File: config.mk
export PLATFORM = sky130hd
export DESIGN_NAME = halton_joint_seed_generator
export DESIGN_NICKNAME = d
export VERILOG_FILES = /design/src/hdl/hjsg_pkg.sv /design/src/hdl/halton_joint_seed_generator.sv /design/src/hdl/hjsg_datapath.sv
export VERILOG_INCLUDE_DIRS = /design/src /design/src/hdl
export SDC_FILE = /design/constraint.sdc
export NUM_CORES = 2
export LEC_CHECK = 0
export BUFFER_PORTS_ARGS = -buffer_cell sky130_fd_sc_hd__buf_2
export CORE_MARGIN = 2
export CORE_UTILIZATION = 45
export DETAILED_ROUTE_END_ITERATION = 10
export PLACE_DENSITY = 0.58
export REMOVE_ABC_BUFFERS = 1
export SETUP_SLACK_MARGIN = 0.2
export SLEW_MARGIN = 0
export SYNTH_ARGS = -nofsm -noshare
export SYNTH_HDL_FRONTEND = slang
export SYNTH_HIERARCHICAL = 1
export SYNTH_SLANG_ARGS = --single-unit
File: constraint.sdc
create_clock -name aclk -period 9.19 [get_ports aclk]
set_input_delay 1.3785 -clock aclk [delete_from_list [all_inputs] [get_ports aclk]]
set_output_delay 1.3785 -clock aclk [all_outputs]
set_load 0.1 [all_outputs]
File: src/hdl/halton_joint_seed_generator_macros.svh
// Assertion macros for the Halton joint seed generator.
// Included by the top level; no other dependencies.
`ifndef HALTON_JOINT_SEED_GENERATOR_MACROS_SVH
`define HALTON_JOINT_SEED_GENERATOR_MACROS_SVH

// Same-cycle implication, disabled during reset.
`define HJSG_ASSERT_NOW(label, clk, rstn, ante, cons, msg) \
    label: assert property (@(posedge clk) disable iff (!(rstn)) (ante) |-> (cons)) \
        else $error(msg);

// Next-cycle implication, disabled during reset.
`define HJSG_ASSERT_NEXT(label, clk, rstn, ante, cons, msg) \
    label: assert property (@(posedge clk) disable iff (!(rstn)) (ante) |=> (cons)) \
        else $error(msg);

`endif

File: src/hdl/hjsg_pkg.sv
// Shared types, constants and tables for the Halton joint seed generator.
// No dependencies; used by hjsg_datapath and the top level.
`timescale 1ns / 1ps

package hjsg_pkg;

    localparam int START_INDEX_W  = 16;
    localparam int COUNT_W        = 4;
    localparam int ANGLE_W        = 15;
    localparam int BASE_W         = 6;
    localparam int BASE_SEL_W     = 4;
    localparam int FRAC_BITS      = 16;
    localparam int RECIP_SHIFT    = 32;
    localparam int RECIP_W        = 32;

    localparam int MAX_JOINTS_DEF = 8;
    localparam int INDEX_BITS_DEF = 16;

    localparam logic [COUNT_W-1:0]   JOINT_COUNT_RESET = 4'd6;
    localparam logic [RECIP_W-1:0]   TWO_PI_Q3_28      = 32'd1686629713;
    localparam logic [FRAC_BITS-1:0] HALF_Q0_16        = 16'h8000;

    // Datapath operations issued by the sequencer.
    typedef enum logic [2:0] {
        DP_IDLE,
        DP_LOAD,
        DP_MUL_DIGIT,
        DP_FIX,
        DP_ACC,
        DP_DIV_STEP,
        DP_MUL_ANGLE,
        DP_ROUND
    } dp_op_t;

    typedef struct packed {
        dp_op_t                  op;
        logic [BASE_SEL_W-1:0]   base_sel;
    } dp_ctrl_t;

    typedef struct packed {
        logic                        digits_done;
        logic signed [ANGLE_W-1:0]   angle;
    } dp_status_t;

    // j-th prime, the van der Corput base of joint j.
    function automatic logic [BASE_W-1:0] prime_base(input logic [BASE_SEL_W-1:0] sel);
        logic [BASE_W-1:0] b;
        case (sel)
            4'd0:    b = 6'd2;
            4'd1:    b = 6'd3;
            4'd2:    b = 6'd5;
            4'd3:    b = 6'd7;
            4'd4:    b = 6'd11;
            4'd5:    b = 6'd13;
            4'd6:    b = 6'd17;
            4'd7:    b = 6'd19;
            4'd8:    b = 6'd23;
            4'd9:    b = 6'd29;
            4'd10:   b = 6'd31;
            4'd11:   b = 6'd37;
            4'd12:   b = 6'd41;
            4'd13:   b = 6'd43;
            4'd14:   b = 6'd47;
            4'd15:   b = 6'd53;
            default: b = 6'd2;
        endcase
        return b;
    endfunction

    // floor(2^32 / base); quotient estimate is exact or one low.
    function automatic logic [RECIP_W-1:0] recip_q32(input logic [BASE_SEL_W-1:0] sel);
        logic [RECIP_W-1:0] r;
        case (sel)
            4'd0:    r = 32'd2147483648;
            4'd1:    r = 32'd1431655765;
            4'd2:    r = 32'd858993459;
            4'd3:    r = 32'd613566756;
            4'd4:    r = 32'd390451572;
            4'd5:    r = 32'd330382099;
            4'd6:    r = 32'd252645135;
            4'd7:    r = 32'd226050910;
            4'd8:    r = 32'd186737708;
            4'd9:    r = 32'd148102320;
            4'd10:   r = 32'd138547332;
            4'd11:   r = 32'd116080197;
            4'd12:   r = 32'd104755299;
            4'd13:   r = 32'd99882960;
            4'd14:   r = 32'd91382282;
            4'd15:   r = 32'd81037118;
            default: r = 32'd2147483648;
        endcase
        return r;
    endfunction

endpackage

File: src/hdl/halton_joint_seed_generator.sv
// Halton joint seed generator: top level with sequencer, config register and result register.
// Depends on hjsg_pkg, hjsg_datapath and halton_joint_seed_generator_macros.svh.
`timescale 1ns / 1ps
`include "halton_joint_seed_generator_macros.svh"

// Usage
//   s_ channel: one transaction carries a start index. s_ready is high only while the
//   sequencer is idle; one index is worked on at a time.
//   m_ channel: one transaction per joint, joint_number counting from 0, m_last on the
//   final joint of the seed. A joint count of zero gives no transactions at all.
//   cfg channel: writes joint_count; always ready. Write only while the block is idle.
// Sequence
//   Per joint with a nonzero index: a load step, then for each base-b digit of the
//   index a multiply by reciprocal, a remainder step and a correct/accumulate step,
//   then the restoring fraction divider steps, the 2*pi scaling and rounding, and a
//   last step that hands the angle to the result register. Each seed also takes an
//   accept step in idle. A zero index skips the arithmetic and hands over angle 0.
//   The wide multiplier is shared by the digit and 2*pi steps.
// Reset and stall
//   aresetn (synchronous, low) returns to idle, drops m_valid and sets joint_count to 6.
//   A result waits in the output register while m_ready is low; the next joint keeps
//   computing and then holds until the register frees up. A new index is accepted
//   while the last result of the previous seed still waits.

module halton_joint_seed_generator #(
    parameter int MAX_JOINTS = hjsg_pkg::MAX_JOINTS_DEF,
    parameter int INDEX_BITS = hjsg_pkg::INDEX_BITS_DEF
) (
    input  logic                                   aclk,
    input  logic                                   aresetn,
    // configuration
    input  logic                                   cfg_valid,
    output logic                                   cfg_ready,
    input  logic [hjsg_pkg::COUNT_W-1:0]           cfg_data,
    // start index in
    input  logic                                   s_valid,
    output logic                                   s_ready,
    input  logic [hjsg_pkg::START_INDEX_W-1:0]     s_start_index,
    // angles out
    output logic                                   m_valid,
    input  logic                                   m_ready,
    output logic [((MAX_JOINTS > 1) ? $clog2(MAX_JOINTS) : 1)-1:0] m_joint_number,
    output logic signed [hjsg_pkg::ANGLE_W-1:0]    m_angle,
    output logic                                   m_last
);
    import hjsg_pkg::*;

    localparam int IW        = (INDEX_BITS < START_INDEX_W) ? INDEX_BITS : START_INDEX_W;
    localparam int JN_W      = (MAX_JOINTS > 1) ? $clog2(MAX_JOINTS) : 1;
    localparam int JC_W      = $clog2(MAX_JOINTS + 1);
    localparam int DIV_CNT_W = $clog2(FRAC_BITS);

    typedef enum logic [3:0] {
        S_IDLE,
        S_JOINT,
        S_MUL,
        S_FIX,
        S_ACC,
        S_DIV,
        S_ANG_MUL,
        S_ANG_RND,
        S_EMIT
    } state_t;

    state_t                    state_reg, state_next;
    logic [COUNT_W-1:0]        joint_count_reg, joint_count_next;
    logic [JC_W-1:0]           joint_reg, joint_next;       // joint being computed
    logic [JC_W-1:0]           count_reg, count_next;       // saturated joint count
    logic [IW-1:0]             idx_reg, idx_next;
    logic [DIV_CNT_W-1:0]      div_cnt_reg, div_cnt_next;
    logic                      m_valid_reg, m_valid_next;
    logic [JN_W-1:0]           m_joint_number_reg, m_joint_number_next;
    logic signed [ANGLE_W-1:0] m_angle_reg, m_angle_next;
    logic                      m_last_reg, m_last_next;

    logic        [JC_W-1:0]    count_sat;
    logic                      idx_zero;
    logic                      last_flag;
    logic                      out_free;
    dp_ctrl_t                  dp_ctrl;
    dp_status_t                dp_status;

    hjsg_datapath #(
        .INDEX_BITS (INDEX_BITS)
    ) u_datapath (
        .aclk   (aclk),
        .ctrl   (dp_ctrl),
        .idx    (idx_reg),
        .status (dp_status)
    );

    // joint count above MAX_JOINTS saturates
    always_comb begin
        if (int'(joint_count_reg) > MAX_JOINTS) begin
            count_sat = JC_W'(MAX_JOINTS);
        end else begin
            count_sat = JC_W'(joint_count_reg);
        end
    end

    assign idx_zero  = (idx_reg == '0);
    assign last_flag = (joint_reg == (count_reg - JC_W'(1)));
    assign out_free  = ~m_valid_reg | m_ready;

    assign cfg_ready = 1'b1;
    assign s_ready   = (state_reg == S_IDLE);

    always_comb begin
        state_next          = state_reg;
        joint_count_next    = joint_count_reg;
        joint_next          = joint_reg;
        count_next          = count_reg;
        idx_next            = idx_reg;
        div_cnt_next        = div_cnt_reg;
        m_joint_number_next = m_joint_number_reg;
        m_angle_next        = m_angle_reg;
        m_last_next         = m_last_reg;
        m_valid_next        = m_valid_reg & ~m_ready;
        dp_ctrl.op          = DP_IDLE;
        dp_ctrl.base_sel    = BASE_SEL_W'(joint_reg);

        if (cfg_valid && cfg_ready) begin
            joint_count_next = cfg_data;
        end

        case (state_reg)
            S_IDLE: begin
                if (s_valid) begin
                    idx_next   = s_start_index[IW-1:0];
                    count_next = count_sat;
                    joint_next = '0;
                    if (count_sat != '0) begin
                        state_next = S_JOINT;
                    end
                end
            end
            S_JOINT: begin
                if (idx_zero) begin
                    state_next = S_EMIT;
                end else begin
                    dp_ctrl.op = DP_LOAD;
                    state_next = S_MUL;
                end
            end
            S_MUL: begin
                dp_ctrl.op = DP_MUL_DIGIT;
                state_next = S_FIX;
            end
            S_FIX: begin
                dp_ctrl.op = DP_FIX;
                state_next = S_ACC;
            end
            S_ACC: begin
                dp_ctrl.op = DP_ACC;
                if (dp_status.digits_done) begin
                    div_cnt_next = DIV_CNT_W'(FRAC_BITS - 1);
                    state_next   = S_DIV;
                end else begin
                    state_next = S_MUL;
                end
            end
            S_DIV: begin
                dp_ctrl.op   = DP_DIV_STEP;
                div_cnt_next = div_cnt_reg - DIV_CNT_W'(1);
                if (div_cnt_reg == '0) begin
                    state_next = S_ANG_MUL;
                end
            end
            S_ANG_MUL: begin
                dp_ctrl.op = DP_MUL_ANGLE;
                state_next = S_ANG_RND;
            end
            S_ANG_RND: begin
                dp_ctrl.op = DP_ROUND;
                state_next = S_EMIT;
            end
            S_EMIT: begin
                if (out_free) begin
                    m_valid_next        = 1'b1;
                    m_joint_number_next = JN_W'(joint_reg);
                    m_angle_next        = idx_zero ? '0 : dp_status.angle;
                    m_last_next         = last_flag;
                    joint_next          = joint_reg + JC_W'(1);
                    state_next          = last_flag ? S_IDLE : S_JOINT;
                end
            end
            default: begin
                state_next = S_IDLE;
            end
        endcase
    end

    always_ff @(posedge aclk) begin
        if (!aresetn) begin
            state_reg       <= S_IDLE;
            joint_count_reg <= JOINT_COUNT_RESET;
            joint_reg       <= '0;
            count_reg       <= '0;
            div_cnt_reg     <= '0;
            m_valid_reg     <= 1'b0;
        end else begin
            state_reg       <= state_next;
            joint_count_reg <= joint_count_next;
            joint_reg       <= joint_next;
            count_reg       <= count_next;
            div_cnt_reg     <= div_cnt_next;
            m_valid_reg     <= m_valid_next;
        end
        idx_reg            <= idx_next;
        m_joint_number_reg <= m_joint_number_next;
        m_angle_reg        <= m_angle_next;
        m_last_reg         <= m_last_next;
    end

    assign m_valid        = m_valid_reg;
    assign m_joint_number = m_joint_number_reg;
    assign m_angle        = m_angle_reg;
    assign m_last         = m_last_reg;

    // checks
    `HJSG_ASSERT_NOW(a_joint_in_range, aclk, aresetn, (state_reg != S_IDLE),
        (joint_reg < count_reg), "joint counter passed the joint count")
    `HJSG_ASSERT_NOW(a_zero_idx_no_digits, aclk, aresetn, (state_reg == S_MUL),
        (idx_reg != '0), "digit loop entered for a zero index")
    `HJSG_ASSERT_NEXT(a_emit_holds, aclk, aresetn,
        ((state_reg == S_EMIT) && m_valid && !m_ready), (state_reg == S_EMIT),
        "result register overwritten while stalled")

endmodule

File: src/hdl/hjsg_datapath.sv
// Arithmetic unit: one wide multiplier, base multipliers, adders, working registers.
// Depends on hjsg_pkg; driven by the sequencer in the top level.
`timescale 1ns / 1ps

module hjsg_datapath #(
    parameter int INDEX_BITS = hjsg_pkg::INDEX_BITS_DEF
) (
    input  logic                 aclk,
    input  hjsg_pkg::dp_ctrl_t   ctrl,
    input  logic [((INDEX_BITS < hjsg_pkg::START_INDEX_W) ? INDEX_BITS
                   : hjsg_pkg::START_INDEX_W)-1:0] idx,
    output hjsg_pkg::dp_status_t status
);
    import hjsg_pkg::*;

    localparam int IW      = (INDEX_BITS < START_INDEX_W) ? INDEX_BITS : START_INDEX_W;
    localparam int DEN_W   = IW + BASE_W;
    localparam int RAW_W   = BASE_W + 1;
    localparam int MUL_A_W = (IW > FRAC_BITS) ? IW : FRAC_BITS;
    localparam int PROD_W  = MUL_A_W + RECIP_W;
    localparam logic [PROD_W-1:0] RND_HALF = PROD_W'(64'h8000_0000);

    // working registers
    logic [IW-1:0]        n_reg, n_next;          // digits left to extract
    logic [IW-1:0]        q_reg, q_next;          // quotient estimate
    logic [RAW_W-1:0]     rraw_reg, rraw_next;    // uncorrected remainder
    logic [DEN_W-1:0]     rev_reg, rev_next;      // reversed digits
    logic [DEN_W-1:0]     den_reg, den_next;      // base^k
    logic [DEN_W-1:0]     rem_reg, rem_next;      // divider remainder
    logic [FRAC_BITS-1:0] inv_reg, inv_next;      // Q0.16 radical inverse
    logic [PROD_W-1:0]    prod_reg, prod_next;
    logic                 neg_reg, neg_next;
    logic [ANGLE_W-1:0]   angle_reg, angle_next;

    logic [BASE_W-1:0]        base;
    logic [RECIP_W-1:0]       recip;
    logic [MUL_A_W-1:0]       mul_a;
    logic [RECIP_W-1:0]       mul_b;
    logic [PROD_W-1:0]        mul_p;
    logic [FRAC_BITS-1:0]     mag_in;
    logic [IW-1:0]            q_est;
    logic [IW+BASE_W-1:0]     qb;
    logic [IW+BASE_W-1:0]     diff;
    logic                     corr;
    logic [BASE_W-1:0]        digit;
    logic [IW-1:0]            q_fix;
    logic [DEN_W+BASE_W-1:0]  rev_mul;
    logic [DEN_W+BASE_W-1:0]  den_mul;
    logic [DEN_W-1:0]         rev_acc;
    logic [DEN_W:0]           rem2;
    logic [DEN_W:0]           rem_diff;
    logic                     ge;
    logic [PROD_W-1:0]        rnd_sum;
    logic [ANGLE_W-1:0]       mag;

    assign base  = prime_base(ctrl.base_sel);
    assign recip = recip_q32(ctrl.base_sel);

    // |inverse - 0.5| in Q0.16
    assign mag_in = inv_reg[FRAC_BITS-1] ? (inv_reg - HALF_Q0_16) : (HALF_Q0_16 - inv_reg);

    // the shared multiplier
    assign mul_a = (ctrl.op == DP_MUL_ANGLE) ? MUL_A_W'(mag_in) : MUL_A_W'(n_reg);
    assign mul_b = (ctrl.op == DP_MUL_ANGLE) ? TWO_PI_Q3_28 : recip;
    assign mul_p = PROD_W'(mul_a) * PROD_W'(mul_b);

    // digit extraction
    assign q_est = prod_reg[RECIP_SHIFT +: IW];
    assign qb    = (IW+BASE_W)'(q_est) * (IW+BASE_W)'(base);
    assign diff  = (IW+BASE_W)'(n_reg) - qb;

    assign corr    = (rraw_reg >= RAW_W'(base));
    assign digit   = corr ? BASE_W'(rraw_reg - RAW_W'(base)) : BASE_W'(rraw_reg);
    assign q_fix   = q_reg + IW'(corr);
    assign rev_mul = (DEN_W+BASE_W)'(rev_reg) * (DEN_W+BASE_W)'(base);
    assign den_mul = (DEN_W+BASE_W)'(den_reg) * (DEN_W+BASE_W)'(base);
    assign rev_acc = rev_mul[DEN_W-1:0] + DEN_W'(digit);

    // restoring fraction divider step
    assign rem2     = {rem_reg, 1'b0};
    assign rem_diff = rem2 - {1'b0, den_reg};
    assign ge       = (rem2 >= {1'b0, den_reg});

    // round half away from zero on the magnitude
    assign rnd_sum = prod_reg + RND_HALF;
    assign mag     = rnd_sum[RECIP_SHIFT +: ANGLE_W];

    always_comb begin
        n_next     = n_reg;
        q_next     = q_reg;
        rraw_next  = rraw_reg;
        rev_next   = rev_reg;
        den_next   = den_reg;
        rem_next   = rem_reg;
        inv_next   = inv_reg;
        prod_next  = prod_reg;
        neg_next   = neg_reg;
        angle_next = angle_reg;
        case (ctrl.op)
            DP_LOAD: begin
                n_next   = idx;
                rev_next = '0;
                den_next = DEN_W'(1);
            end
            DP_MUL_DIGIT: begin
                prod_next = mul_p;
            end
            DP_FIX: begin
                q_next    = q_est;
                rraw_next = diff[RAW_W-1:0];
            end
            DP_ACC: begin
                n_next   = q_fix;
                rev_next = rev_acc;
                den_next = den_mul[DEN_W-1:0];
                rem_next = rev_acc;
            end
            DP_DIV_STEP: begin
                rem_next = ge ? rem_diff[DEN_W-1:0] : rem2[DEN_W-1:0];
                inv_next = {inv_reg[FRAC_BITS-2:0], ge};
            end
            DP_MUL_ANGLE: begin
                prod_next = mul_p;
                neg_next  = ~inv_reg[FRAC_BITS-1];
            end
            DP_ROUND: begin
                angle_next = neg_reg ? (ANGLE_W'(0) - mag) : mag;
            end
            default: begin
            end
        endcase
    end

    always_ff @(posedge aclk) begin
        n_reg     <= n_next;
        q_reg     <= q_next;
        rraw_reg  <= rraw_next;
        rev_reg   <= rev_next;
        den_reg   <= den_next;
        rem_reg   <= rem_next;
        inv_reg   <= inv_next;
        prod_reg  <= prod_next;
        neg_reg   <= neg_next;
        angle_reg <= angle_next;
    end

    assign status.digits_done = (q_fix == '0);
    assign status.angle       = $signed(angle_reg);

endmodule
==> impl_results.md <==
- Status: complete, no violations
- Largest family of logic cells by synthesized area: adder cells
- Synthesis-to-layout area growth: 7.01%
- Clk slew on worst S/H paths: roughly 0.06 ns
- Peak VDD IR: 0.000164 V
- Internal cell power: between 0.0015 and 0.002 W
- Synth Register Bits: 210
- Xor and xnor area share after synthesis: 0.0438
- Crit Path Max Fanout: 20
- First-pass GRT wire length: between 100 and 150 mm
- Vias in the first global route: between 20,000 and 30,000
- WL/cell: about 19 µm
- Antenna Nets Post-Route: 0
- Largest net degree at the start of global routing: 63
- Mux cell area share after synthesis: 0.00604
- FMAX: between 100 and 150 MHz
- Worst Hold Class: flop to flop
- Crit path time final: between 8 and 9 ns
- Starting Density: 0.454
- Total Power: 0.00274 W
- Combinational share of power: 0.216
- Boundary Pins: 47
- Crit share post-route: 0.938
- Routability Congestion: approximately 0.94
- TritonCTS clock tree: built
- Antenna diodes: 0
- Leak: around 17 nW
- Switching fraction of total power: 0.312
- Reg power frac: 0.433
- Asr flop ratio synth: 0
- Layout cell share with drive strength beyond 1: 0.0557
- Cell Area, Placed: between 30,000 and 40,000 µm²
- Die area: roughly 77,000 µm²
- Design Area, Final: between 30,000 and 40,000 µm²
- Clock power frac: 0.352
- Synth Area in Simple Gates: 0.173
- Row Count: 100
- Final nets: between 4,000 and 5,000
- Post-synth EDFFs: 189
- Final setup violation count: 0
- Pre-antenna DRT Iters: 5
- Die H: ~280 µm
- H-tree Lvls: 1
- Clock Path Buffers: 3
- Hpwl dp: 71.6 mm
- Max-cap violations: 0
- YS warnings: 6
- Wire length after detailed routing: 89.8 mm
- GRT Overall Usage: 0.239
- Power density over the cells: between 70 and 80 nW/µm²
- Crit path DAT: ~9 ns
- Critical Path Start Type: flop
- Unrepaired setup endpoints after global routing: yes
- CTS root buffer: clkbuf_16
- Switch Pwr: around 0.00085 W
- Worst-Skew Late Latency: roughly 0.54 ns
- Worst setup path class: flop to flop
- Num CTS Buffers: 23
- Setup Skew: around 0.017 ns
- Slew Viols, Final: 0
- Initial antenna violation count: 0
- Post-synthesis area per instance: around 9 µm²
- DRT iter0 DRCs: between 1,500 and 2,000
- Cell Area, Synth: 33,800 µm²
- Hold Vio Cnt, Final: 0
- Core area: between 70,000 and 80,000 µm²
- Via/cell ratio: between 5 and 6
- Synth Area in Adders: 0.428
- Cells after Synth: between 3,000 and 4,000
- Total number of vias: 25,121
- Worst Setup End Kind: flop
- Worst-Margin Slew: roughly 1.3 ns
- CP Data Required Time: 9.58 ns
- Clock Sinks: 210
- Total gr overflow: 0
- Compound-Gate Fraction of Synth Area: 0.0719
- Yosys cell types: 78
- Slew headroom: 0.0953
- Chip Width: 278 µm
- Post-synthesis sequential area ratio: 0.181
- Ys flop type: edfxtp_1
- Post-CTS setup buffers: 0
- DRC viols: 0
- Port-buffer cells: between 40 and 50
## per-stage QoR
| step | cells | TNS (ns) | setup slack (ns) | utilization | hold WS [ns] |
|---|---|---|---|---|---|
| 4_1_cts | 4757 | 0 | 0.495 | 0.486 | 0.485 |
| 6_report | 4757 | 0 | 0.568 | 0.486 | 0.478 |
| 2_1_floorplan | 3626 | -10.87 | -0.829 | - | 0.400 |
| 3_3_place_gp | 4715 | 0 | 0.594 | 0.475 | 0.472 |
| 3_5_place_dp | 4715 | 0 | 0.465 | 0.475 | 0.454 |
| 5_1_grt | 4757 | 0 | 0.153 | 0.486 | 0.505 |
## path summary, 6_finish.rpt
path	start	endpoint	slack, ns	cells past startpoint
min reg2reg	count_reg[3]	count_reg[3]	0.48	2
min	count_reg[3]	count_reg[3]	0.48	2
max	u_datapath/inv_reg[2]	u_datapath/prod_reg[39]	0.57	25
max reg2reg	u_datapath/inv_reg[2]	u_datapath/prod_reg[39]	0.57	25
## final cells by class
cell class              count  area, µm²
repair buffers            120        801
multi-input cells        2701      24600
inverters                 715       2690
clock inverters            11        140
fillers                  7204      38200
flip-flops and latches    210       6100
well taps                 969       1210
clock buffers              31        626
## cell families (layout without fill, tap and decap cells)
group,count (synthesis),in the layout
AO/OA/AOI/OAI,379,379
XOR/XNOR,169,169
adder cells (fa/ha/maj),813,813
buffers and inverters,860,877
flip-flops,210,210
multiplexers,20,20
other,1,1
AND/OR/NAND/NOR,1319,1319
## metal layers
layer,wire length [µm],GRT usage,share of wire
met3,5550,0.0290,0.062
met1,41300,0.346,0.46
met2,40700,0.384,0.45
met5,0,0,0
met4,2230,0.0581,0.025
## placed cells by master, fill, tap and decap left out, drive strengths merged, types with 25 or more instances in the layout
cell type / Yosys / routed
xor2: 44 / 44
nand3: 47 / 47
inv: 715 / 717
fa: 571 / 571
o21ai: 95 / 95
nor3: 38 / 38
nand2: 726 / 726
ha: 242 / 242
a21o: 29 / 29
edfxtp: 189 / 189
and2: 118 / 118
o21a: 25 / 25
nor2: 247 / 247
clkbuf: 125 / 31
a21oi: 112 / 112
nor2b: 26 / 26
buf: 20 / 120
xnor2: 125 / 125
and3: 25 / 25
## critical path: stages (launching register included)
cell	delay, ns
edfxtp_1	0.49
or4_1	0.61
nor4_1	0.59
a21oi_1	0.17
xnor2_1	0.25
o21ai_1	0.16
buf_4	0.33
nand2_1	0.13
fa_1	0.56
inv_1	0.05
fa_1	0.55
fa_1	0.44
fa_1	0.46
fa_1	0.49
inv_1	0.05
fa_1	0.47
inv_1	0.04
ha_1	0.27
a21o_1	0.16
a221o_1	0.35
a2111o_1	0.59
o2111a_2	0.38
nor3b_4	0.25
o21ai_2	0.13
a2111oi_2	0.35
nand4b_1	0.16
## power groups by stage
stage          registers (W)  clock network, W  logic [W]
6_report             0.00118          0.000962   0.000590
5_1_grt              0.00119           0.00102   0.000662
3_5_place_dp         0.00120                 0   0.000582
2_1_floorplan        0.00116                 0   0.000407
4_1_cts              0.00118          0.000989   0.000589
3_3_place_gp         0.00120                 0   0.000579
## synthesized netlist by cell type (all sizes together), types with 5 or more instances
cell type / instances / area, µm²
a31oi: 15 / 93.8
o21a: 25 / 188
or3: 11 / 68.8
and3: 25 / 166
nand3: 47 / 235
buf: 20 / 109
o211ai: 5 / 37.5
a211oi: 18 / 135
mux2i: 17 / 170
edfxtp: 189 / 5680
inv: 715 / 2680
a211o: 5 / 43.8
o31ai: 8 / 70.1
nand2: 726 / 2730
o21bai: 13 / 97.6
clkbuf: 125 / 469
nor3: 38 / 200
fa: 571 / 11400
a21o: 29 / 218
nand4: 16 / 100
a21boi: 7 / 52.6
o21ai: 95 / 479
and2: 118 / 738
nand3b: 9 / 67.6
o211a: 7 / 70.1
a21oi: 112 / 561
xor2: 44 / 385
nor4: 13 / 111
nor2: 247 / 927
ha: 242 / 3030
nand2b: 24 / 150
dfxtp: 21 / 420
xnor2: 125 / 1090
nor2b: 26 / 163
## timing repair
item | CTS | global route
setup endpoints to repair | 0 | 13
gates resized for setup | 0 | 9
hold buffers | 0 | 0
(Power assumes the default switching activity.)
